===== src/rtl/ssd_pkg.sv =====
// ----------------------------------------------------------------------------
// ssd_pkg
// shared types, constants and helpers of the scheduled servo duty unit
// ----------------------------------------------------------------------------
package ssd_pkg;

	// schedule table depth, one chain cell per entry
	localparam int ENTRIES = 8;

	localparam int HOUR_W   = 5;
	localparam int MINUTE_W = 6;
	localparam int IDX_W    = 3;
	localparam int PCT_W    = 7;
	localparam int DUTY_W   = 14;
	localparam int US_W     = 15;
	localparam int KEY_W    = 11;

	// configuration port
	localparam int CFG_IDX_W  = 3;
	localparam int CFG_DATA_W = 15;

	localparam logic [CFG_IDX_W-1:0] CFG_MANUAL_MODE    = 3'd0;
	localparam logic [CFG_IDX_W-1:0] CFG_MANUAL_PERCENT = 3'd1;
	localparam logic [CFG_IDX_W-1:0] CFG_PULSE_MIN_US   = 3'd2;
	localparam logic [CFG_IDX_W-1:0] CFG_PULSE_MAX_US   = 3'd3;
	localparam logic [CFG_IDX_W-1:0] CFG_FULL_DUTY      = 3'd4;

	localparam logic [US_W-1:0]   PULSE_MIN_RST = 15'd500;
	localparam logic [US_W-1:0]   PULSE_MAX_RST = 15'd2500;
	localparam logic [DUTY_W-1:0] FULL_DUTY_RST = 14'd16383;

	// command codes
	localparam logic CMD_TICK  = 1'b0;
	localparam logic CMD_WRITE = 1'b1;

	localparam logic [PCT_W-1:0]  PCT_MAX      = 7'd100;
	localparam logic [DUTY_W-1:0] DUTY_MAX     = 14'd16383;
	localparam logic [KEY_W-1:0]  KEY_NONE     = 11'd2047;
	localparam logic [KEY_W-1:0]  MIN_PER_HOUR = 11'd60;

	// duty arithmetic: pulse*100 fits 22 bits, times full duty 36 bits,
	// the quotient by the period scale fits 15 bits
	localparam int PULSE_W = 22;
	localparam int PROD_W  = PULSE_W + DUTY_W;
	localparam int QUO_W   = 15;
	localparam int SCALE_W = 22;
	localparam logic [SCALE_W-1:0] PERIOD_SCALE = 22'd2000000;

	// period scale is 2^7 * 15625: drop seven bits, then multiply by
	// ceil(2^43 / 15625), exact for every dividend below 2^29
	localparam int SCALE_SHIFT = 7;
	localparam int SCALED_W    = PROD_W - SCALE_SHIFT;
	localparam int RECIP_W     = 30;
	localparam int RECIP_SHIFT = 43;
	localparam int RPROD_W     = RECIP_SHIFT + QUO_W;
	localparam logic [RECIP_W-1:0] RECIP = 30'd562949954;

	typedef struct packed {
		logic                command;
		logic [HOUR_W-1:0]   hour;
		logic [MINUTE_W-1:0] minute;
		logic [IDX_W-1:0]    entry_index;
		logic                entry_active;
		logic [PCT_W-1:0]    entry_percent;
	} ssd_in_t;

	typedef struct packed {
		logic [DUTY_W-1:0] duty;
		logic [PCT_W-1:0]  position;
	} ssd_out_t;

	// search token walking the cell chain
	typedef struct packed {
		logic                valid;
		logic                hit;
		logic [HOUR_W-1:0]   hour;
		logic [MINUTE_W-1:0] minute;
		logic [PCT_W-1:0]    pct;
	} ssd_srch_t;

	typedef struct packed {
		logic             start;
		logic [PCT_W-1:0] pct;
	} ssd_duty_req_t;

	typedef struct packed {
		logic              done;
		logic [DUTY_W-1:0] duty;
		logic [PCT_W-1:0]  pct;
	} ssd_duty_rsp_t;

	function automatic logic [PCT_W-1:0] clamp_pct(input logic [PCT_W-1:0] p);
		return (p > PCT_MAX) ? PCT_MAX : p;
	endfunction

endpackage


===== src/rtl/ssd_cell.sv =====
// ----------------------------------------------------------------------------
// ssd_cell
// one schedule entry plus one hop of the search chain
// ----------------------------------------------------------------------------
module ssd_cell import ssd_pkg::*; (
	input  logic      clk,
	input  logic      arst_n,
	input  logic      wr_en,
	input  ssd_in_t   wr_data,
	input  ssd_srch_t srch_in,
	output ssd_srch_t srch_out
);

	logic                enabled_q;
	logic [HOUR_W-1:0]   hour_q;
	logic [MINUTE_W-1:0] minute_q;
	logic [PCT_W-1:0]    target_q;

	logic                vld_q;
	logic                hit_q;
	logic [HOUR_W-1:0]   s_hour_q;
	logic [MINUTE_W-1:0] s_minute_q;
	logic [PCT_W-1:0]    s_pct_q;

	logic match;

	// first enabled entry wins, later cells pass an earlier hit along
	assign match = !srch_in.hit && enabled_q &&
		(hour_q == srch_in.hour) && (minute_q == srch_in.minute);

	always_ff @(posedge clk or negedge arst_n) begin
		if (!arst_n) begin
			enabled_q <= 1'b0;
			vld_q     <= 1'b0;
		end else begin
			if (wr_en) begin
				enabled_q <= wr_data.entry_active;
			end
			vld_q <= srch_in.valid;
		end
	end

	always_ff @(posedge clk) begin
		if (wr_en) begin
			hour_q   <= wr_data.hour;
			minute_q <= wr_data.minute;
			target_q <= wr_data.entry_percent;
		end
		s_hour_q   <= srch_in.hour;
		s_minute_q <= srch_in.minute;
		hit_q      <= srch_in.hit | match;
		s_pct_q    <= match ? target_q : srch_in.pct;
	end

	assign srch_out = '{valid: vld_q, hit: hit_q, hour: s_hour_q,
		minute: s_minute_q, pct: s_pct_q};

endmodule


===== src/rtl/ssd_duty.sv =====
// ----------------------------------------------------------------------------
// ssd_duty
// percent to duty count: two multiply steps and a reciprocal multiply
// ----------------------------------------------------------------------------
module ssd_duty import ssd_pkg::*; (
	input  logic              clk,
	input  logic              arst_n,
	input  logic [US_W-1:0]   pulse_min_us,
	input  logic [US_W-1:0]   pulse_max_us,
	input  logic [DUTY_W-1:0] full_duty,
	input  ssd_duty_req_t     req,
	output ssd_duty_rsp_t     rsp
);

	typedef enum logic [4:0] {
		D_IDLE  = 5'b00001,
		D_PULSE = 5'b00010,
		D_PROD  = 5'b00100,
		D_RECIP = 5'b01000,
		D_DONE  = 5'b10000
	} dstate_t;

	dstate_t state_q;
	logic [PCT_W-1:0]    pct_q;
	logic [PULSE_W-1:0]  pulse_q;
	logic [SCALED_W-1:0] scaled_q;
	logic [QUO_W-1:0]    quo_q;

	logic [PROD_W-1:0]  prod;
	logic [RPROD_W-1:0] rprod;

	assign prod  = PROD_W'(pulse_q) * PROD_W'(full_duty);
	assign rprod = RPROD_W'(scaled_q) * RPROD_W'(RECIP);

	always_ff @(posedge clk or negedge arst_n) begin
		if (!arst_n) begin
			state_q <= D_IDLE;
		end else begin
			unique case (state_q)
				D_IDLE: begin
					if (req.start) begin
						state_q <= D_PULSE;
					end
				end
				D_PULSE: state_q <= D_PROD;
				D_PROD:  state_q <= D_RECIP;
				D_RECIP: state_q <= D_DONE;
				D_DONE:  state_q <= D_IDLE;
				default: state_q <= D_IDLE;
			endcase
		end
	end

	always_ff @(posedge clk) begin
		if (state_q == D_IDLE && req.start) begin
			pct_q <= req.pct;
		end
		if (state_q == D_PULSE) begin
			// min*(100-pct) + max*pct, never negative
			pulse_q <= PULSE_W'(pulse_min_us) * PULSE_W'(PCT_MAX - pct_q)
				+ PULSE_W'(pulse_max_us) * PULSE_W'(pct_q);
		end
		if (state_q == D_PROD) begin
			scaled_q <= prod[PROD_W-1:SCALE_SHIFT];
		end
		if (state_q == D_RECIP) begin
			quo_q <= rprod[RECIP_SHIFT+QUO_W-1:RECIP_SHIFT];
		end
	end

	assign rsp.done = (state_q == D_DONE);
	assign rsp.duty = (quo_q > QUO_W'(DUTY_MAX)) ? DUTY_MAX : quo_q[DUTY_W-1:0];
	assign rsp.pct  = pct_q;

endmodule


===== src/rtl/scheduled_servo_duty_unit.sv =====
// ----------------------------------------------------------------------------
// scheduled_servo_duty_unit
// servo position and duty from a time-of-day schedule or a manual percent
// ----------------------------------------------------------------------------
// Each input transfer is a table write or a time tick. A table write gives no
// result. In manual mode a tick gives the clamped manual percent and its duty;
// the result passes the duty unit and lands in the output register, and the
// input takes the next item once it is loaded. In schedule mode a tick whose
// hour*60+minute equals the last executed key gives no result and does not
// stall the input; otherwise a search token walks the row of ENTRIES table
// cells, one cell a cycle. A miss stalls the input until the token leaves the
// last cell; on a hit the clamped entry percent goes to the duty unit and the
// result then lands in the output register. The duty path steps through the
// pulse sum, the product with the full duty count, the reciprocal multiply for
// the constant period scale and done, before the output register is loaded.
// One tick is in flight at a time; the input stalls until the result sits in
// the output register, which then waits for the consumer while the next item
// may already be taken. Configuration is written through a plain write port
// and must only change while the block is idle.
// ----------------------------------------------------------------------------
module scheduled_servo_duty_unit import ssd_pkg::*; (
	input  logic                  clk,
	input  logic                  arst_n,
	// configuration write port
	input  logic                  cfg_wr_en,
	input  logic [CFG_IDX_W-1:0]  cfg_index,
	input  logic [CFG_DATA_W-1:0] cfg_data,
	// input channel
	input  logic                  in_valid,
	output logic                  in_stall,
	input  ssd_in_t               in_data,
	// result channel
	output logic                  out_valid,
	input  logic                  out_stall,
	output ssd_out_t              out_data
);

	typedef enum logic [3:0] {
		ST_IDLE   = 4'b0001,
		ST_SEARCH = 4'b0010,
		ST_DUTY   = 4'b0100,
		ST_OUT    = 4'b1000
	} state_t;

	state_t state_q;

	// configuration registers
	logic              manual_mode_q;
	logic [PCT_W-1:0]  manual_level_q;
	logic [US_W-1:0]   pulse_min_q;
	logic [US_W-1:0]   pulse_max_q;
	logic [DUTY_W-1:0] full_duty_q;

	logic [KEY_W-1:0] last_key_q;
	logic [KEY_W-1:0] key_q;
	logic [KEY_W-1:0] key_new;

	logic     out_valid_q;
	ssd_out_t out_data_q;

	logic in_xfer;
	logic is_write;
	logic is_tick;
	logic out_free;

	ssd_srch_t     srch [ENTRIES+1];
	logic          wr_en [ENTRIES];
	ssd_duty_req_t duty_req;
	ssd_duty_rsp_t duty_rsp;

	assign in_stall = (state_q != ST_IDLE);
	assign in_xfer  = in_valid && !in_stall;
	assign is_write = in_xfer && (in_data.command == CMD_WRITE);
	assign is_tick  = in_xfer && (in_data.command == CMD_TICK);
	assign key_new  = KEY_W'(in_data.hour) * MIN_PER_HOUR + KEY_W'(in_data.minute);
	assign out_free = !out_valid_q || !out_stall;

	// ---- configuration ------------------------------------------------------
	always_ff @(posedge clk or negedge arst_n) begin
		if (!arst_n) begin
			manual_mode_q  <= 1'b0;
			manual_level_q <= '0;
			pulse_min_q    <= PULSE_MIN_RST;
			pulse_max_q    <= PULSE_MAX_RST;
			full_duty_q    <= FULL_DUTY_RST;
		end else if (cfg_wr_en) begin
			unique case (cfg_index)
				CFG_MANUAL_MODE:    manual_mode_q  <= cfg_data[0];
				CFG_MANUAL_PERCENT: manual_level_q <= cfg_data[PCT_W-1:0];
				CFG_PULSE_MIN_US:   pulse_min_q    <= cfg_data[US_W-1:0];
				CFG_PULSE_MAX_US:   pulse_max_q    <= cfg_data[US_W-1:0];
				CFG_FULL_DUTY:      full_duty_q    <= cfg_data[DUTY_W-1:0];
				default: ;
			endcase
		end
	end

	// ---- schedule chain -----------------------------------------------------
	// token enters cell 0 only for a schedule tick with a fresh key
	assign srch[0] = '{
		valid:  is_tick && !manual_mode_q && (key_new != last_key_q),
		hit:    1'b0,
		hour:   in_data.hour,
		minute: in_data.minute,
		pct:    '0
	};

	for (genvar i = 0; i < ENTRIES; i++) begin : g_cell
		// writes beyond the table decode to no cell
		assign wr_en[i] = is_write && (32'(in_data.entry_index) == i);

		ssd_cell u_cell (
			.clk      (clk),
			.arst_n   (arst_n),
			.wr_en    (wr_en[i]),
			.wr_data  (in_data),
			.srch_in  (srch[i]),
			.srch_out (srch[i+1])
		);
	end

	// ---- duty unit ----------------------------------------------------------
	always_comb begin
		duty_req = '{start: 1'b0, pct: '0};
		if (state_q == ST_IDLE && is_tick && manual_mode_q) begin
			duty_req = '{start: 1'b1, pct: clamp_pct(manual_level_q)};
		end else if (state_q == ST_SEARCH && srch[ENTRIES].valid && srch[ENTRIES].hit) begin
			duty_req = '{start: 1'b1, pct: clamp_pct(srch[ENTRIES].pct)};
		end
	end

	ssd_duty u_duty (
		.clk          (clk),
		.arst_n       (arst_n),
		.pulse_min_us (pulse_min_q),
		.pulse_max_us (pulse_max_q),
		.full_duty    (full_duty_q),
		.req          (duty_req),
		.rsp          (duty_rsp)
	);

	// ---- sequencer ----------------------------------------------------------
	always_ff @(posedge clk or negedge arst_n) begin
		if (!arst_n) begin
			state_q    <= ST_IDLE;
			last_key_q <= KEY_NONE;
		end else begin
			unique case (state_q)
				ST_IDLE: begin
					if (duty_req.start) begin
						state_q <= ST_DUTY;
					end else if (srch[0].valid) begin
						state_q <= ST_SEARCH;
					end
				end
				ST_SEARCH: begin
					// wait until the token leaves the last cell
					if (srch[ENTRIES].valid) begin
						if (srch[ENTRIES].hit) begin
							last_key_q <= key_q;
							state_q    <= ST_DUTY;
						end else begin
							state_q <= ST_IDLE;
						end
					end
				end
				ST_DUTY: begin
					if (duty_rsp.done) begin
						state_q <= ST_OUT;
					end
				end
				ST_OUT: begin
					if (out_free) begin
						state_q <= ST_IDLE;
					end
				end
				default: state_q <= ST_IDLE;
			endcase
		end
	end

	always_ff @(posedge clk) begin
		if (srch[0].valid) begin
			key_q <= key_new;
		end
	end

	// ---- output register ----------------------------------------------------
	always_ff @(posedge clk or negedge arst_n) begin
		if (!arst_n) begin
			out_valid_q <= 1'b0;
		end else if (state_q == ST_OUT && out_free) begin
			out_valid_q <= 1'b1;
		end else if (!out_stall) begin
			out_valid_q <= 1'b0;
		end
	end

	always_ff @(posedge clk) begin
		if (state_q == ST_OUT && out_free) begin
			out_data_q <= '{duty: duty_rsp.duty, position: duty_rsp.pct};
		end
	end

	assign out_valid = out_valid_q;
	assign out_data  = out_data_q;

endmodule


===== config.mk =====
export PLATFORM = sky130hd
export DESIGN_NAME = scheduled_servo_duty_unit
export DESIGN_NICKNAME = d
export VERILOG_FILES = /design/src/rtl/ssd_pkg.sv /design/src/rtl/ssd_cell.sv /design/src/rtl/ssd_duty.sv /design/src/rtl/scheduled_servo_duty_unit.sv
export SDC_FILE = /design/constraint.sdc
export NUM_CORES = 2
export LEC_CHECK = 0
export BUFFER_PORTS_ARGS = -buffer_cell sky130_fd_sc_hd__buf_2
export CAP_MARGIN = 40
export CORE_UTILIZATION = 45
export DETAILED_ROUTE_END_ITERATION = 6
export PLACE_DENSITY_LB_ADDON = 0.05
export SLEW_MARGIN = 20
export SYNTH_ARGS = -nofsm -noshare
export SYNTH_HDL_FRONTEND = slang
export SYNTH_SLANG_ARGS = --single-unit

===== constraint.sdc =====
create_clock -name clk -period 15.39 [get_ports clk]
set_input_delay 1.539 -clock clk [delete_from_list [all_inputs] [get_ports clk]]
set_output_delay 1.539 -clock clk [all_outputs]
set_load 0.01 [all_outputs]

### Word-level counts from Yosys, hierarchy flattened

Cells that the tools add are included.

| cells by class | value |
|---|---|
| bitwise gates (word level) | 8 |
| reductions and logical operators | 63 |
| multiply operators | 5 |
| mux-type cells | 22 |
| $lt $le $gt $ge | 3 |
| add/subtract/negate cells | 3 |
| equal/unequal tests | 44 |

Operators by type and width:

| operator | count |
|---|---|
| 7-bit 2-to-1 mux | 9 |
| 29-bit by 29-bit multiplier with 57-bit output, second input constant | 1 |
| 6-bit equality test | 8 |
| 1-bit logical AND | 42 |
| 5-bit equality test | 8 |
| 22-bit by 14-bit multiplier with 36-bit output | 1 |
| 22-bit adder | 1 |
| 15-bit by 22-bit multiplier with 22-bit output | 1 |
| 15-bit by 7-bit multiplier with 22-bit output | 1 |
| 4-bit 2-to-1 mux | 5 |
| 5-bit case mux with 4 select lines | 1 |
| 8-bit 2-to-1 mux | 2 |
| 4-bit case mux with 4 select lines | 1 |
| 3-bit equality test, second input constant | 5 |
| 15-bit by 14-bit > comparator with 1-bit output, second input constant | 1 |
| 7-bit > comparator, second input constant | 2 |
| 3-bit by 2-bit equality test with 1-bit output, second input constant | 4 |
| 11-bit by 6-bit adder with 11-bit output | 1 |
| 1-bit zero test | 11 |
| 11-bit inequality test | 1 |
| 2-bit AND reduction | 5 |
| 5-bit by 4-bit multiplier with 9-bit output, second input constant | 1 |
| 7-bit by 7-bit subtractor with 8-bit output, first input constant | 1 |
| 1-bit bitwise OR | 7 |
| other kinds (22) | 28 |

| word-level totals | value |
|---|---|
| register bits after elaboration | 479 |
| logic and storage cells | 234 |
| output and inout port bits | 23 |

### Depth between registers and ports, before layout

| depth | value |
|---|---|
| depth in word-level cells | 9 |
| gate-level depth with buffers | 28 |
| gate-level depth less buffers | 27 |

### Modules after synthesis

From an unflattened synthesis, not the netlist that was laid out.

| unflattened totals | value |
|---|---|
| cells, all modules | 4,205 |
| area, all modules | 47,255.3 um2 |

By module, submodules not included:

| module | area each (um2) | times used | sequential area each (um2) | cells an instance |
|---|---|---|---|---|
| ssd_duty | 32,555.0 | 1 | 2,318.5 | 3,280 |
| ssd_cell | 1,214.9 | 8 | 970.9 | 66 |
| scheduled_servo_duty_unit | 4,981.0 | 1 | 2,708.8 | 397 |

### Worst setup path after synthesis

No wires, ideal clock.

| timing | value |
|---|---|
| path type | register -> register |
| start | register u_duty.pct_q[1] |
| end | register u_duty.pulse_q[21], data pin |
| setup slack | 8,179 ps |
| data arrival time | 6,945 ps |
| cell stages (with the launch flop) | 28 |
| setup time | 266 ps |
| cells stage by stage | edfxtp_1 -> clkbuf_1 -> inv_1 -> ha_1 -> nor2b_1 -> o31ai_1 -> xor2_1 -> clkbuf_1 -> and2_1 -> fa_1 -> fa_1 -> inv_1 -> fa_1 -> inv_1 -> fa_1 -> fa_1 -> fa_1 -> fa_1 -> ha_1 -> nor2_1 -> inv_1 -> a21oi_1 -> a21oi_1 -> a41o_1 -> nor4_1 -> o31ai_1 -> o41ai_1 -> xnor2_1 |

| between the ends | value |
|---|---|
| longest elaborated chain between the ends | 3 |
| elaborated cells on any way between the ends | 4 |

Ends and longest elaborated chain:

| item | line | source |
|---|---|---|
| from (decl) | ssd_duty.sv:24 | `logic [PCT_W-1:0] pct_q;` |
| from (signal assigned) | ssd_duty.sv:56 | `pct_q <= req.pct;` |
| 7-bit by 7-bit subtractor with 8-bit output | ssd_duty.sv:60 | `pulse_q <= PULSE_W'(pulse_min_us) * PULSE_W'(PCT_MAX - pct_q)` |
| 15-bit by 22-bit multiplier with 22-bit output | ssd_duty.sv:60 |  |
| 22-bit adder * | ssd_duty.sv:61 | `+ PULSE_W'(pulse_max_us) * PULSE_W'(pct_q);` |
| to (signal assigned) | ssd_duty.sv:60 |  |
| to (decl) | ssd_duty.sv:25 | `logic [PULSE_W-1:0] pulse_q;` |

Every way passes the cells marked *; elsewhere a longest branch is shown, timed or not.
A chain may end at the register's enable or synchronous reset.

### Final worst setup path

| timing | value |
|---|---|
| start | register u_duty.pct_q[2] |
| end | register u_duty.pulse_q[21], data pin |

The elaborated chain is that of the path after synthesis.

==> flow_summary.ini <==
[status]
status = finished, final reports clean

[detailed_routing]
ant_nets = 0
avgRoutedWirePerCell_um = 18.90
drt_first_pass_iters = 7
drtIter0Drc = 1081
drcViolationCount = 0
drt-total-wl_um = 109200
vias_per_cell = 4.888
vias = 28250

[setup_path]
start_kind = register
r2r-start = u_duty.pct_q[2]$_DFFE_PP_
r2r_end = u_duty.pulse_q[21]$_DFFE_PP_
endpoint = u_duty.pulse_q[21]$_DFFE_PP_
startpoint = u_duty.pct_q[2]$_DFFE_PP_
cp.arrival_ps = 8380
crit_required_ps = 15720
rr_worst_depth = 23
critical_path_class = reg2reg
r2r_setup_slack_ps = 7340
cp_max_fo = 19
cp-end-kind = register

[job]
max_cap_violations = 0

[cells_and_area]
final_common_cell = inv_1
drive_above_1_share_pct = 8.293
final_cell_mix = inv_1, fa_1, ha_1
area_delta_synth_final_pct = 8.136
layout.nets = 5717
n_antenna_cell = 0
fillCellCount = 9807

[synth]
synth-edff-count = 249
async_reset_ff_share_pct = 18.58
synth-compound-area-share_pct = 2.591
synthDistinctLibCells = 65
synth.area.mux_share_pct = 2.565
ys_seq_area_share_pct = 26.27
synth_nets = 5645
syn_inst = 4273
synth-seq-cells = 479
synth_top_family_by_area = adder cells
syn-cell-area_um2 = 47860
yosysWarnings = 0
ys.flop_type = edfxtp_1
synthSimpleGateAreaFrac_pct = 9.041
synth_fa_ha_area_share_pct = 47.14
synth_xor_area_share_pct = 3.459
synth_area_per_cell_um2 = 11.20

[floorplan]
die_y_um = 328.1
core_um2 = 105400
die-area_um2 = 107700
num_rows = 119
die_w_um = 328.1
io_pins = 69
initial_utilization_pct = 45.40

[global_routing]
grtUsageTotal_pct = 21.05
grt_overflow_total = 0
grt_pass1_vias = 30480
grt_max_degree = 51
antenna_found_initial = 5
grt_pass1_wl_um = 173100

[sta]
rsz0062_at_grt = no
finalClockSkew_ps = 54.53
finalSetupViolations = 0
period_minus_slack_ps = 8048
finalHoldViolCount = 0
relSlewSlack_pct = 45.76
slew_viol_final = 0
fmax_ghz = 0.1243
worst_slew_pin_slew_ps = 813.6
fin_crit_sh_pct = 52.29
final.setup.tns_ps = 0

[cts]
cts.sinks = 479
clkTransAtPathRegs_ps = 60
post_cts_buffers = 0
cts.repair.resized = 0
cts_hold_buf = 0
cts_root_buf = clkbuf_16
cts-buffers-inserted = 53
cts_tree = yes
cts-htree-levels = 2
cts_buffer_depth = 3
insertion_delay_ps = 640

[placed_design]
hpwl_um = 88580
gp_congestion = 0.8766
portBuffers = 68

[hold_path]
worstHoldPathCells = 0
hold_class = reg2reg
## worst max-delay path: stages (launching register included)
cell and delay (ps):
edfxtp_1 820, o21ai_0 290, nand2_1 160, and3_1 580, and2_1 260, inv_1 70, fa_1 500, inv_1 70
fa_1 590, inv_1 230, fa_1 540, inv_1 50, fa_1 480, fa_1 570, fa_1 440, fa_1 490
ha_1 390, nand3_1 120, nand2_1 50, a41o_1 240, nor4_1 250, o31ai_1 160, o41ai_1 320, xnor2_1 110
## stage by stage
| stage | utilization [%] | area, µm² | hold slack [ps] | setup slack [ps] | instances |
|---|---|---|---|---|---|
| 3_3_place_gp | 47.30 | 49860 | 332.8 | 7399 | 5675 |
| 3_5_place_dp | 47.32 | 49880 | 334.7 | 7299 | 5677 |
| 4_1_cts | 49.06 | 51710 | 348.9 | 7276 | 5776 |
| 5_1_grt | 49.09 | 51750 | 356.1 | 6835 | 5780 |
| 6_report | 49.09 | 51750 | 346.8 | 7342 | 5780 |
| 2_1_floorplan | - | 47860 | 331.2 | 8179 | 4273 |
## per-layer routing
layer / wire (µm) / track usage (%)
met1: 48780 / 28.27
met2: 55090 / 36.60
met3: 3159 / 2.295
met4: 2170 / 4.612
met5: 22 / 0
## sequential cells by signal, summed over array words and instances (netlist names), 8 cells and up
name,count
g_cell.u_cell.hit_q,8
g_cell.u_cell.s_hour_q,35
g_cell.u_cell.s_minute_q,42
full_duty_q,14
g_cell.u_cell.target_q,56
pulse_min_q,15
u_duty.quo_q,15
g_cell.u_cell.s_pct_q,56
g_cell.u_cell.enabled_q,8
out_data,21
u_duty.pulse_q,22
g_cell.u_cell.minute_q,48
pulse_max_q,15
g_cell.u_cell.hour_q,40
u_duty.scaled_q,29
g_cell.u_cell.vld_q,8
key_q,11
last_key_q,11
## kinds of logic after synthesis
group	after synthesis
AO/OA/AOI/OAI	183
buffers and inverters	1139
flip-flops	479
XOR/XNOR	189
multiplexers	109
adder cells (fa/ha/maj)	1326
AND/OR/NAND/NOR	848
## worst min-delay path by stage
stage / startpoint / to
after floorplan: g_cell[0].u_cell.vld_q$_DFF_PN0_ / g_cell[1].u_cell.vld_q$_DFF_PN0_
after global placement: g_cell[6].u_cell.vld_q$_DFF_PN0_ / g_cell[7].u_cell.vld_q$_DFF_PN0_
after detailed placement: g_cell[5].u_cell.vld_q$_DFF_PN0_ / g_cell[6].u_cell.vld_q$_DFF_PN0_
after CTS: g_cell[5].u_cell.vld_q$_DFF_PN0_ / g_cell[6].u_cell.vld_q$_DFF_PN0_
after global routing: g_cell[5].u_cell.vld_q$_DFF_PN0_ / g_cell[6].u_cell.vld_q$_DFF_PN0_
final: g_cell[6].u_cell.vld_q$_DFF_PN0_ / g_cell[7].u_cell.vld_q$_DFF_PN0_
## cell type report
cell class	instances	area (µm²)	area share, %
Clock buffer	67	1471	2.843
Clock inverter	32	359.1	0.6939
Inverter	1056	3964	7.659
Multi-Input combinational cell	2655	31040	59.98
Sequential cell	479	12570	24.30
Tap cell	1391	1740	3.363
Timing Repair Buffer	100	603.1	1.165
## Yosys cell counts (all sizes together), types with 4 or more instances
cell type,n,share of area [%]
edfxtp,249,16
dfstp,38,2.1
a2111oi,4,0.073
fa,795,33
and3,7,0.091
nor2,68,0.53
nand2b,19,0.25
a22o,4,0.073
mux2,109,2.6
nor2b,12,0.16
o21ai,34,0.36
a21oi,53,0.56
o21a,11,0.17
or3,5,0.065
nand4,12,0.16
nand3b,9,0.14
xnor2,89,1.6
o21bai,6,0.094
clkbuf,80,0.63
ha,531,14
inv,1056,8.3
and2,299,3.9
a211oi,11,0.17
dfrtp,51,2.7
xor2,100,1.8
nor3,28,0.29
or2,20,0.26
nand3,25,0.26
nand2,312,2.5
nor4,22,0.29
dfxtp,141,5.9
o211ai,7,0.11
a21o,19,0.30
Power is not shown: default switching activity piles up to over one toggle a cycle in this logic, so the estimate is an artifact.
